`src/design/omni_pkg.sv`:
```
// Package for the omni wheel mixer: fixed-point widths, the Q1.15 mixing
// coefficient and the lane type of the pipelined duty divider. No dependencies.
package omni_pkg;

    localparam int VEL_W      = 16;                 // Q3.12 command fields
    localparam int FRAC_BITS  = 12;                 // 1.0 in the command format
    localparam int PWM_W      = 8;                  // duty field width
    localparam int PWM_FULL   = 255;                // full-scale duty
    localparam int NUM_WHEELS = 4;

    localparam int COEF_Q15   = 23170;              // 0.70710678 in Q1.15
    localparam int COEF_W     = 16;
    localparam int COEF_SHIFT = 15;

    localparam int SUM_W  = VEL_W + 1;              // vel_x +/- vel_y
    localparam int PROD_W = 33;                     // coefficient times sum, with room to negate
    localparam int MIX_W  = PROD_W - COEF_SHIFT;    // signed wheel value after the floor shift
    localparam int MAG_W  = MIX_W - 1;              // wheel magnitude
    localparam int NUM_W  = MAG_W + PWM_W;          // magnitude times full-scale duty

    localparam int DIV_STEPS = PWM_W;               // one quotient bit per stage

    // Magnitude that stands for 1.0; smaller peaks do not stretch the duty.
    localparam logic [MAG_W-1:0] UNIT_MAG = MAG_W'(1 << FRAC_BITS);

    // One wheel's state inside the restoring divider.
    typedef struct packed {
        logic [MAG_W-1:0] rem;    // partial remainder, always below the divisor
        logic [PWM_W-1:0] lo;     // dividend bits not yet shifted in
        logic [PWM_W-1:0] quo;    // quotient bits produced so far
    } div_lane_t;

endpackage

```
`src/design/omni_wheel_mixer_unit.sv`:
```
// Four-wheel omni X-drive mixer: velocity command in, four duty/direction pairs out.
// Depends on omni_pkg for widths, constants and the divider lane type.
//
// Usage:
//   A request is a body velocity command (vel_x, vel_y, turn_rate), signed Q3.12.
//   It is taken at a rising edge where start is high and busy is low. The block
//   is fully pipelined, so busy stays low and a new request may be issued on
//   every clock cycle.
//   Each request produces one result: a duty and a direction bit for each of
//   the wheels at 135, 45, -45 and -135 degrees. The result sits on the pwm_*
//   and dir_* ports for exactly one cycle while done is high, and is taken at
//   the edge that ends that cycle. The receiver has no way to stall the block.
//   The result passes through five arithmetic stages followed by an eight-stage
//   divider, one quotient bit per stage. Throughput is one request per clock
//   cycle.
//   Results leave in request order.
//   Reset (rst_n low, asynchronous) clears every valid bit in the pipeline, so
//   requests in flight are dropped and no done strobe follows. There is no
//   configuration and nothing else to initialize.
//   A wheel value of zero drives forward (dir = 0); a small negative value may
//   give a zero duty with dir = 1.
module omni_wheel_mixer_unit (
    input  logic                                clk,
    input  logic                                rst_n,
    input  logic                                start,
    output logic                                busy,
    input  logic signed [omni_pkg::VEL_W-1:0]   vel_x,
    input  logic signed [omni_pkg::VEL_W-1:0]   vel_y,
    input  logic signed [omni_pkg::VEL_W-1:0]   turn_rate,
    output logic                                done,
    output logic        [omni_pkg::PWM_W-1:0]   pwm_front_left,
    output logic                                dir_front_left,
    output logic        [omni_pkg::PWM_W-1:0]   pwm_front_right,
    output logic                                dir_front_right,
    output logic        [omni_pkg::PWM_W-1:0]   pwm_rear_right,
    output logic                                dir_rear_right,
    output logic        [omni_pkg::PWM_W-1:0]   pwm_rear_left,
    output logic                                dir_rear_left
);
    import omni_pkg::*;

    // Wheel order used throughout: front left, front right, rear right, rear left.
    localparam int FL = 0;
    localparam int FR = 1;
    localparam int RR = 2;
    localparam int RL = 3;

    localparam logic signed [COEF_W-1:0] COEF_S     = COEF_W'(COEF_Q15);
    localparam logic        [NUM_W-1:0]  PWM_FULL_N = NUM_W'(PWM_FULL);

    // One shift-compare-subtract step of the restoring divider.
    function automatic div_lane_t div_step(input div_lane_t lane, input logic [MAG_W-1:0] den);
        logic [MAG_W:0] trial;
        div_lane_t      res;
        trial  = {lane.rem, lane.lo[PWM_W-1]};
        res.lo = {lane.lo[PWM_W-2:0], 1'b0};
        if (trial >= {1'b0, den})
        begin
            res.rem = MAG_W'(trial - {1'b0, den});
            res.quo = {lane.quo[PWM_W-2:0], 1'b1};
        end
        else
        begin
            res.rem = trial[MAG_W-1:0];
            res.quo = {lane.quo[PWM_W-2:0], 1'b0};
        end
        return res;
    endfunction

    logic req_accept;

    // Stage 1: the two distinct combinations of the planar command.
    // Every wheel sees +/-(vel_x + vel_y) or +/-(vel_x - vel_y).
    logic                     s1_valid_reg;
    logic signed [SUM_W-1:0]  s1_sum_reg, s1_sum_next;
    logic signed [SUM_W-1:0]  s1_dif_reg, s1_dif_next;
    logic signed [VEL_W-1:0]  s1_turn_reg;

    // Stage 2: both sums scaled by the coefficient, exact.
    logic                     s2_valid_reg;
    logic signed [PROD_W-1:0] s2_psum_reg, s2_psum_next;
    logic signed [PROD_W-1:0] s2_pdif_reg, s2_pdif_next;
    logic signed [VEL_W-1:0]  s2_turn_reg;

    // Stage 3: signed wheel values after the floor shift and the rotation term.
    logic                     s3_valid_reg;
    logic signed [MIX_W-1:0]  s3_mix_reg  [NUM_WHEELS];
    logic signed [MIX_W-1:0]  s3_mix_next [NUM_WHEELS];

    // Stage 4: magnitude and direction per wheel.
    logic                     s4_valid_reg;
    logic        [MAG_W-1:0]  s4_mag_reg  [NUM_WHEELS];
    logic        [MAG_W-1:0]  s4_mag_next [NUM_WHEELS];
    logic        [NUM_WHEELS-1:0] s4_dir_reg;

    // Stage 5: shared divisor (peak magnitude, never below 1.0) and dividends.
    logic                     s5_valid_reg;
    logic        [MAG_W-1:0]  s5_den_reg, s5_den_next;
    logic        [NUM_W-1:0]  s5_num_reg  [NUM_WHEELS];
    logic        [NUM_W-1:0]  s5_num_next [NUM_WHEELS];
    logic        [NUM_WHEELS-1:0] s5_dir_reg;

    // Divider: one stage per quotient bit, four lanes sharing one divisor.
    logic        [DIV_STEPS-1:0]  div_valid_reg;
    div_lane_t                    div_lane_reg  [DIV_STEPS][NUM_WHEELS];
    div_lane_t                    div_lane_next [DIV_STEPS][NUM_WHEELS];
    logic        [MAG_W-1:0]      div_den_reg   [DIV_STEPS];
    logic        [NUM_WHEELS-1:0] div_dir_reg   [DIV_STEPS];

    // Every stage moves on every cycle, so a request is never refused.
    assign busy       = 1'b0;
    assign req_accept = start && !busy;

    always_comb
    begin
        s1_sum_next  = SUM_W'(vel_x) + SUM_W'(vel_y);
        s1_dif_next  = SUM_W'(vel_x) - SUM_W'(vel_y);
        s2_psum_next = PROD_W'(s1_sum_reg) * PROD_W'(COEF_S);
        s2_pdif_next = PROD_W'(s1_dif_reg) * PROD_W'(COEF_S);
    end

    // The arithmetic right shift of the exact product is the floor division by
    // 2^15; the sign is applied before the shift so negative wheels floor too.
    always_comb
    begin
        logic signed [PROD_W-1:0] sel [NUM_WHEELS];
        sel[FL] = -s2_pdif_reg;
        sel[FR] =  s2_psum_reg;
        sel[RR] =  s2_pdif_reg;
        sel[RL] = -s2_psum_reg;
        for (int i = 0; i < NUM_WHEELS; i++)
        begin
            s3_mix_next[i] = $signed(sel[i][PROD_W-1:COEF_SHIFT]) + MIX_W'(s2_turn_reg);
        end
    end

    always_comb
    begin
        for (int i = 0; i < NUM_WHEELS; i++)
        begin
            s4_mag_next[i] = s3_mix_reg[i][MIX_W-1] ? MAG_W'(-s3_mix_reg[i])
                                                    : MAG_W'(s3_mix_reg[i]);
        end
    end

    // Peak of the four magnitudes and the 1.0 floor, then the scaled dividends.
    always_comb
    begin
        logic [MAG_W-1:0] peak_a;
        logic [MAG_W-1:0] peak_b;
        logic [MAG_W-1:0] peak;
        peak_a = (s4_mag_reg[FL] > s4_mag_reg[FR]) ? s4_mag_reg[FL] : s4_mag_reg[FR];
        peak_b = (s4_mag_reg[RR] > s4_mag_reg[RL]) ? s4_mag_reg[RR] : s4_mag_reg[RL];
        peak   = (peak_a > peak_b) ? peak_a : peak_b;
        s5_den_next = (peak > UNIT_MAG) ? peak : UNIT_MAG;
        for (int i = 0; i < NUM_WHEELS; i++)
        begin
            s5_num_next[i] = NUM_W'(s4_mag_reg[i]) * PWM_FULL_N;
        end
    end

    // The dividend is below 256 times the divisor, so its upper bits already
    // form a remainder smaller than the divisor and only eight steps remain.
    always_comb
    begin
        div_lane_t first;
        for (int i = 0; i < NUM_WHEELS; i++)
        begin
            first.rem = s5_num_reg[i][NUM_W-1:PWM_W];
            first.lo  = s5_num_reg[i][PWM_W-1:0];
            first.quo = '0;
            div_lane_next[0][i] = div_step(first, s5_den_reg);
        end
        for (int k = 1; k < DIV_STEPS; k++)
        begin
            for (int i = 0; i < NUM_WHEELS; i++)
            begin
                div_lane_next[k][i] = div_step(div_lane_reg[k-1][i], div_den_reg[k-1]);
            end
        end
    end

    // Valid bits travel with the data and are the only state cleared by reset.
    always_ff @(posedge clk or negedge rst_n)
    begin
        if (!rst_n)
        begin
            s1_valid_reg  <= 1'b0;
            s2_valid_reg  <= 1'b0;
            s3_valid_reg  <= 1'b0;
            s4_valid_reg  <= 1'b0;
            s5_valid_reg  <= 1'b0;
            div_valid_reg <= '0;
        end
        else
        begin
            s1_valid_reg  <= req_accept;
            s2_valid_reg  <= s1_valid_reg;
            s3_valid_reg  <= s2_valid_reg;
            s4_valid_reg  <= s3_valid_reg;
            s5_valid_reg  <= s4_valid_reg;
            div_valid_reg <= {div_valid_reg[DIV_STEPS-2:0], s5_valid_reg};
        end
    end

    always_ff @(posedge clk)
    begin
        s1_sum_reg  <= s1_sum_next;
        s1_dif_reg  <= s1_dif_next;
        s1_turn_reg <= turn_rate;
        s2_psum_reg <= s2_psum_next;
        s2_pdif_reg <= s2_pdif_next;
        s2_turn_reg <= s1_turn_reg;
        s5_den_reg  <= s5_den_next;
        s5_dir_reg  <= s4_dir_reg;
        for (int i = 0; i < NUM_WHEELS; i++)
        begin
            s3_mix_reg[i] <= s3_mix_next[i];
            s4_mag_reg[i] <= s4_mag_next[i];
            s4_dir_reg[i] <= s3_mix_reg[i][MIX_W-1];
            s5_num_reg[i] <= s5_num_next[i];
        end
        div_den_reg[0] <= s5_den_reg;
        div_dir_reg[0] <= s5_dir_reg;
        for (int k = 1; k < DIV_STEPS; k++)
        begin
            div_den_reg[k] <= div_den_reg[k-1];
            div_dir_reg[k] <= div_dir_reg[k-1];
        end
        for (int k = 0; k < DIV_STEPS; k++)
        begin
            for (int i = 0; i < NUM_WHEELS; i++)
            begin
                div_lane_reg[k][i] <= div_lane_next[k][i];
            end
        end
    end

    assign done            = div_valid_reg[DIV_STEPS-1];
    assign pwm_front_left  = div_lane_reg[DIV_STEPS-1][FL].quo;
    assign pwm_front_right = div_lane_reg[DIV_STEPS-1][FR].quo;
    assign pwm_rear_right  = div_lane_reg[DIV_STEPS-1][RR].quo;
    assign pwm_rear_left   = div_lane_reg[DIV_STEPS-1][RL].quo;
    assign dir_front_left  = div_dir_reg[DIV_STEPS-1][FL];
    assign dir_front_right = div_dir_reg[DIV_STEPS-1][FR];
    assign dir_rear_right  = div_dir_reg[DIV_STEPS-1][RR];
    assign dir_rear_left   = div_dir_reg[DIV_STEPS-1][RL];

    // The shared divisor must cover every wheel, or a quotient would overflow.
    assert property (@(posedge clk) disable iff (!rst_n)
        s5_valid_reg |-> (s5_num_reg[FL] < {s5_den_reg, {PWM_W{1'b0}}}) &&
                         (s5_num_reg[FR] < {s5_den_reg, {PWM_W{1'b0}}}) &&
                         (s5_num_reg[RR] < {s5_den_reg, {PWM_W{1'b0}}}) &&
                         (s5_num_reg[RL] < {s5_den_reg, {PWM_W{1'b0}}}))
        else $error("dividend exceeds the quotient range of the duty divider");

    // The divisor never drops below 1.0, so small commands are not stretched.
    assert property (@(posedge clk) disable iff (!rst_n)
        s5_valid_reg |-> (s5_den_reg >= UNIT_MAG))
        else $error("duty divisor below unit magnitude");

    // A done strobe is always the divider output of an item that left stage 5.
    assert property (@(posedge clk) disable iff (!rst_n)
        done |-> $past(s5_valid_reg, DIV_STEPS))
        else $error("done strobe without a matching item in the divider");

endmodule
```
`config.mk`:
```
export PLATFORM = sky130hd
export DESIGN_NAME = omni_wheel_mixer_unit
export DESIGN_NICKNAME = d
export VERILOG_FILES = /design/src/design/omni_pkg.sv /design/src/design/omni_wheel_mixer_unit.sv
export SDC_FILE = /design/constraint.sdc
export NUM_CORES = 2
export LEC_CHECK = 0
export ABC_AREA = 1
export ABC_CLOCK_PERIOD_IN_PS = 13500
export BUFFER_PORTS_ARGS = -buffer_cell sky130_fd_sc_hd__buf_2
export CORE_ASPECT_RATIO = 0.7
export CORE_MARGIN = 5
export CORE_UTILIZATION = 50
export CTS_CLUSTER_DIAMETER = 40
export DETAILED_ROUTE_END_ITERATION = 16
export GPL_TIMING_DRIVEN = 1
export HOLD_SLACK_MARGIN = 0.05
export PLACE_DENSITY = 0.65
export SYNTH_ARGS = -nofsm -noshare
export SYNTH_HDL_FRONTEND = slang
export SYNTH_SLANG_ARGS = --single-unit
```
`constraint.sdc`:
```
create_clock -name clk -period 13.5 [get_ports clk]
set_clock_uncertainty 0.1 [all_clocks]
set_input_delay 2.7 -clock clk [delete_from_list [all_inputs] [get_ports clk]]
set_output_delay 2.7 -clock clk [all_outputs]
set_load 0.005 [all_outputs]
```
==> impl_metrics.toml <==
[global_route]
grt_pass1_vias = 62110
grt.busiest_layer = "met1"
grt.met1_usage_pct = 39.70
grt_usage_pct = 26.28
grt_overflow = 0
grt_pass1_wl_mm = 355.4
antenna_found_initial = 12
grt_max_degree = 36
use_met2_pct = 38.71
met3_usage_pct = 5.291

[clock_tree]
cts_setup_buffers = 0
cts_tree = "built"
htree_levels = 4
holdBufCountCts = 0
cts_buffer_depth = 3
clk_pin_slew_ns = 0.06
cts.sinks = 1289
root_buffer = "clkbuf_16"
insertion_delay_ns = 0.82
cts_resized = 0
cts_buffers = 158

[routing]
routed-via-count = 64620
route.detailed.drc = 0
dr.pass1.iters = 8
via_per_inst = 5.359
routed_wl_mm = 231.7
wl_per_cell_um = 19.21
drt_iter0_markers = 5748
drtAntennaViolNets = 0

[synth]
ys_seq_area_share_pct = 31.24
synth_cells = 9571
netlist.area_leader.share_pct = 30.85
synth_area_leaders = "dfxtp_1, ha_1, fa_1"
yosysMostFrequentCell = "inv_1"
ys_warn_count = 0
ys_ff_latch = 1289
synthFlopType = "dfxtp_1"
syn-num-nets = 11220
ys_async_sr_fraction_pct = 1.009
synth_area_leader_cell = "dfxtp_1"
synth_edf_count = 0
ys_types = 67
synth_area_per_cell_um2 = 8.652
synthTopCellsByCount = "inv_1, dfxtp_1, a21oi_1"
syn-cell-area_um2 = 82810

[layout]
final_area_um2 = 90930
largest_reg_flops = 732
drive_above_1_share_pct = 5.198
syn_to_final_growth_pct = 9.808
n_fill_cell = 15020
seq_area_um2 = 25870
multi_input_area_um2 = 51050
final_cells = 12060
nNetsFinal = 11350
utilization_pct = 55.00

[hold_path]
hold_path_end = "div_lane_reg[1][418]"
min_path_cells = 0
hold_path.class = "flip-flop to flip-flop"
holdCritStartpoint = "div_lane_reg[1][289]"

[critical_path]
critPathKind = "flip-flop to flip-flop"
reg2reg_setup_slack_ns = 8.12
reg2reg_to = "s2_psum_reg[30]"
cp_max_fo = 11
timing.critical_path.to_type = "flip-flop"
r2r_cells = 21
critPathRequiredTime_ns = 14.07
critPathArrivalTime_ns = 5.95
timing.rr.start = "s1_dif_reg[0]"
crit_path_start_kind = "flip-flop"

[place]
gp_congestion = 0.9807
placed_area_um2 = 85380
io_buffers = 87
hpwl_mm = 191.8
placed_cells = 11760

[floorplan]
start_util_pct = 50.09
num_rows = 125
core_um2 = 165300
die_area_um2 = 174000
die_x_um = 496.4
io_pins = 89
die_h_um = 350.5

[timing]
period_needed_ns = 5.381
slew_headroom_pct = 9.536
clock.fmax_mhz = 185.8
setup_tns_ns = 0
setup_viol = 0
hold_viol = 0
period_share_pct = 39.86
slew_viol_final = 0
worst_slew_pin_slew_ns = 1.345
rsz0062_at_grt = "no"

[flow_run]
maxCapViolations = 0

[run_status]
status = "completed"
## per-stage QoR
| step | hold WS [ns] | worst slack (ns) |
|---|---|---|
| 2_1_floorplan | 0.2096 | 8.624 |
| 3_3_place_gp | 0.2099 | 8.168 |
| 3_5_place_dp | 0.2121 | 8.106 |
| 4_1_cts | 0.2019 | 8.112 |
| 5_1_grt | 0.2218 | 7.745 |
| 6_report | 0.1996 | 8.119 |
## worst max-delay path, cell delays in order, from the launching register on
cell and delay (ns):
dfxtp_1 0.69, ha_1 0.26, inv_1 0.06, fa_1 0.53, inv_1 0.04, ha_1 0.28
inv_1 0.06, fa_1 0.54, inv_1 0.06, fa_1 0.47, ha_1 0.30, ha_1 0.35
a21oi_1 0.14, nand2_1 0.09, and3_1 0.16, nor2_2 0.18, inv_1 0.08, a21oi_1 0.22
o21ai_1 0.12, a21boi_0 0.28, o21ai_1 0.11, xor2_1 0.14
## cells in the final DEF, fill, tap and decap left out, types with 22 or more instances in the layout
cell	synthesis	final
a31oi_1	59	59
clkbuf_16	0	160
xnor2_1	287	287
buf_2	13	87
a221oi_1	22	22
inv_6	0	22
nor2_1	841	841
ha_1	1133	1133
nand2_2	24	24
nand2_1	1140	1140
o31ai_1	72	72
a21o_1	42	42
fa_1	462	462
xor2_1	410	410
o211ai_1	42	42
o21ai_2	37	37
a21oi_1	1153	1153
dfxtp_1	1276	1276
nand3_1	251	251
o21ai_1	73	73
nand4_1	68	68
nor4_1	46	46
o21ai_0	315	315
nor3_1	105	105
inv_1	1352	1352
a21boi_0	34	34
## per-layer routing
metal	part of all wire, %	wire length (µm)	vias to the layer above
met5	0	0	-
met1	49	112800	30290
met3	8.1	18800	293
li1	-	-	31900
met4	1.8	4252	0
met2	41	95820	2132
## final cells by class
| cell class | count | share of cell area [%] |
|---|---|---|
| Clock inverter | 97 | 1.362 |
| Sequential cell | 1289 | 28.45 |
| Timing Repair Buffer | 107 | 0.6440 |
| Multi-Input combinational cell | 6788 | 56.15 |
| Tap cell | 2222 | 3.058 |
| Inverter | 1355 | 5.599 |
| Antenna cell | 5 | 0.01376 |
| Clock buffer | 195 | 4.724 |
## worst max path at each step
stage,start,end,slack [ns]
2_1_floorplan,s1_sum_reg[16],s2_psum_reg[30],8.62
3_3_place_gp,s1_dif_reg[16],s2_pdif_reg[32],8.17
3_5_place_dp,s1_dif_reg[16],s2_pdif_reg[32],8.11
4_1_cts,s1_dif_reg[0],s2_psum_reg[30],8.11
5_1_grt,s1_dif_reg[0],s2_psum_reg[30],7.75
6_report,s1_dif_reg[0],s2_psum_reg[30],8.12
## kinds of logic after synthesis
group	after synthesis	synth area share (%)
AO/OA/AOI/OAI	1947	13.09
XOR/XNOR	697	7.372
buffers and inverters	1494	7.103
flip-flops	1289	31.24
adder cells (fa/ha/maj)	1595	28.29
AND/OR/NAND/NOR	2547	12.89
multiplexers	1	0.01360
other	1	0.004529
Power is left out: the tool's default activity adds up to more than one toggle a clock period on the data nets, which glitch-free logic cannot reach.
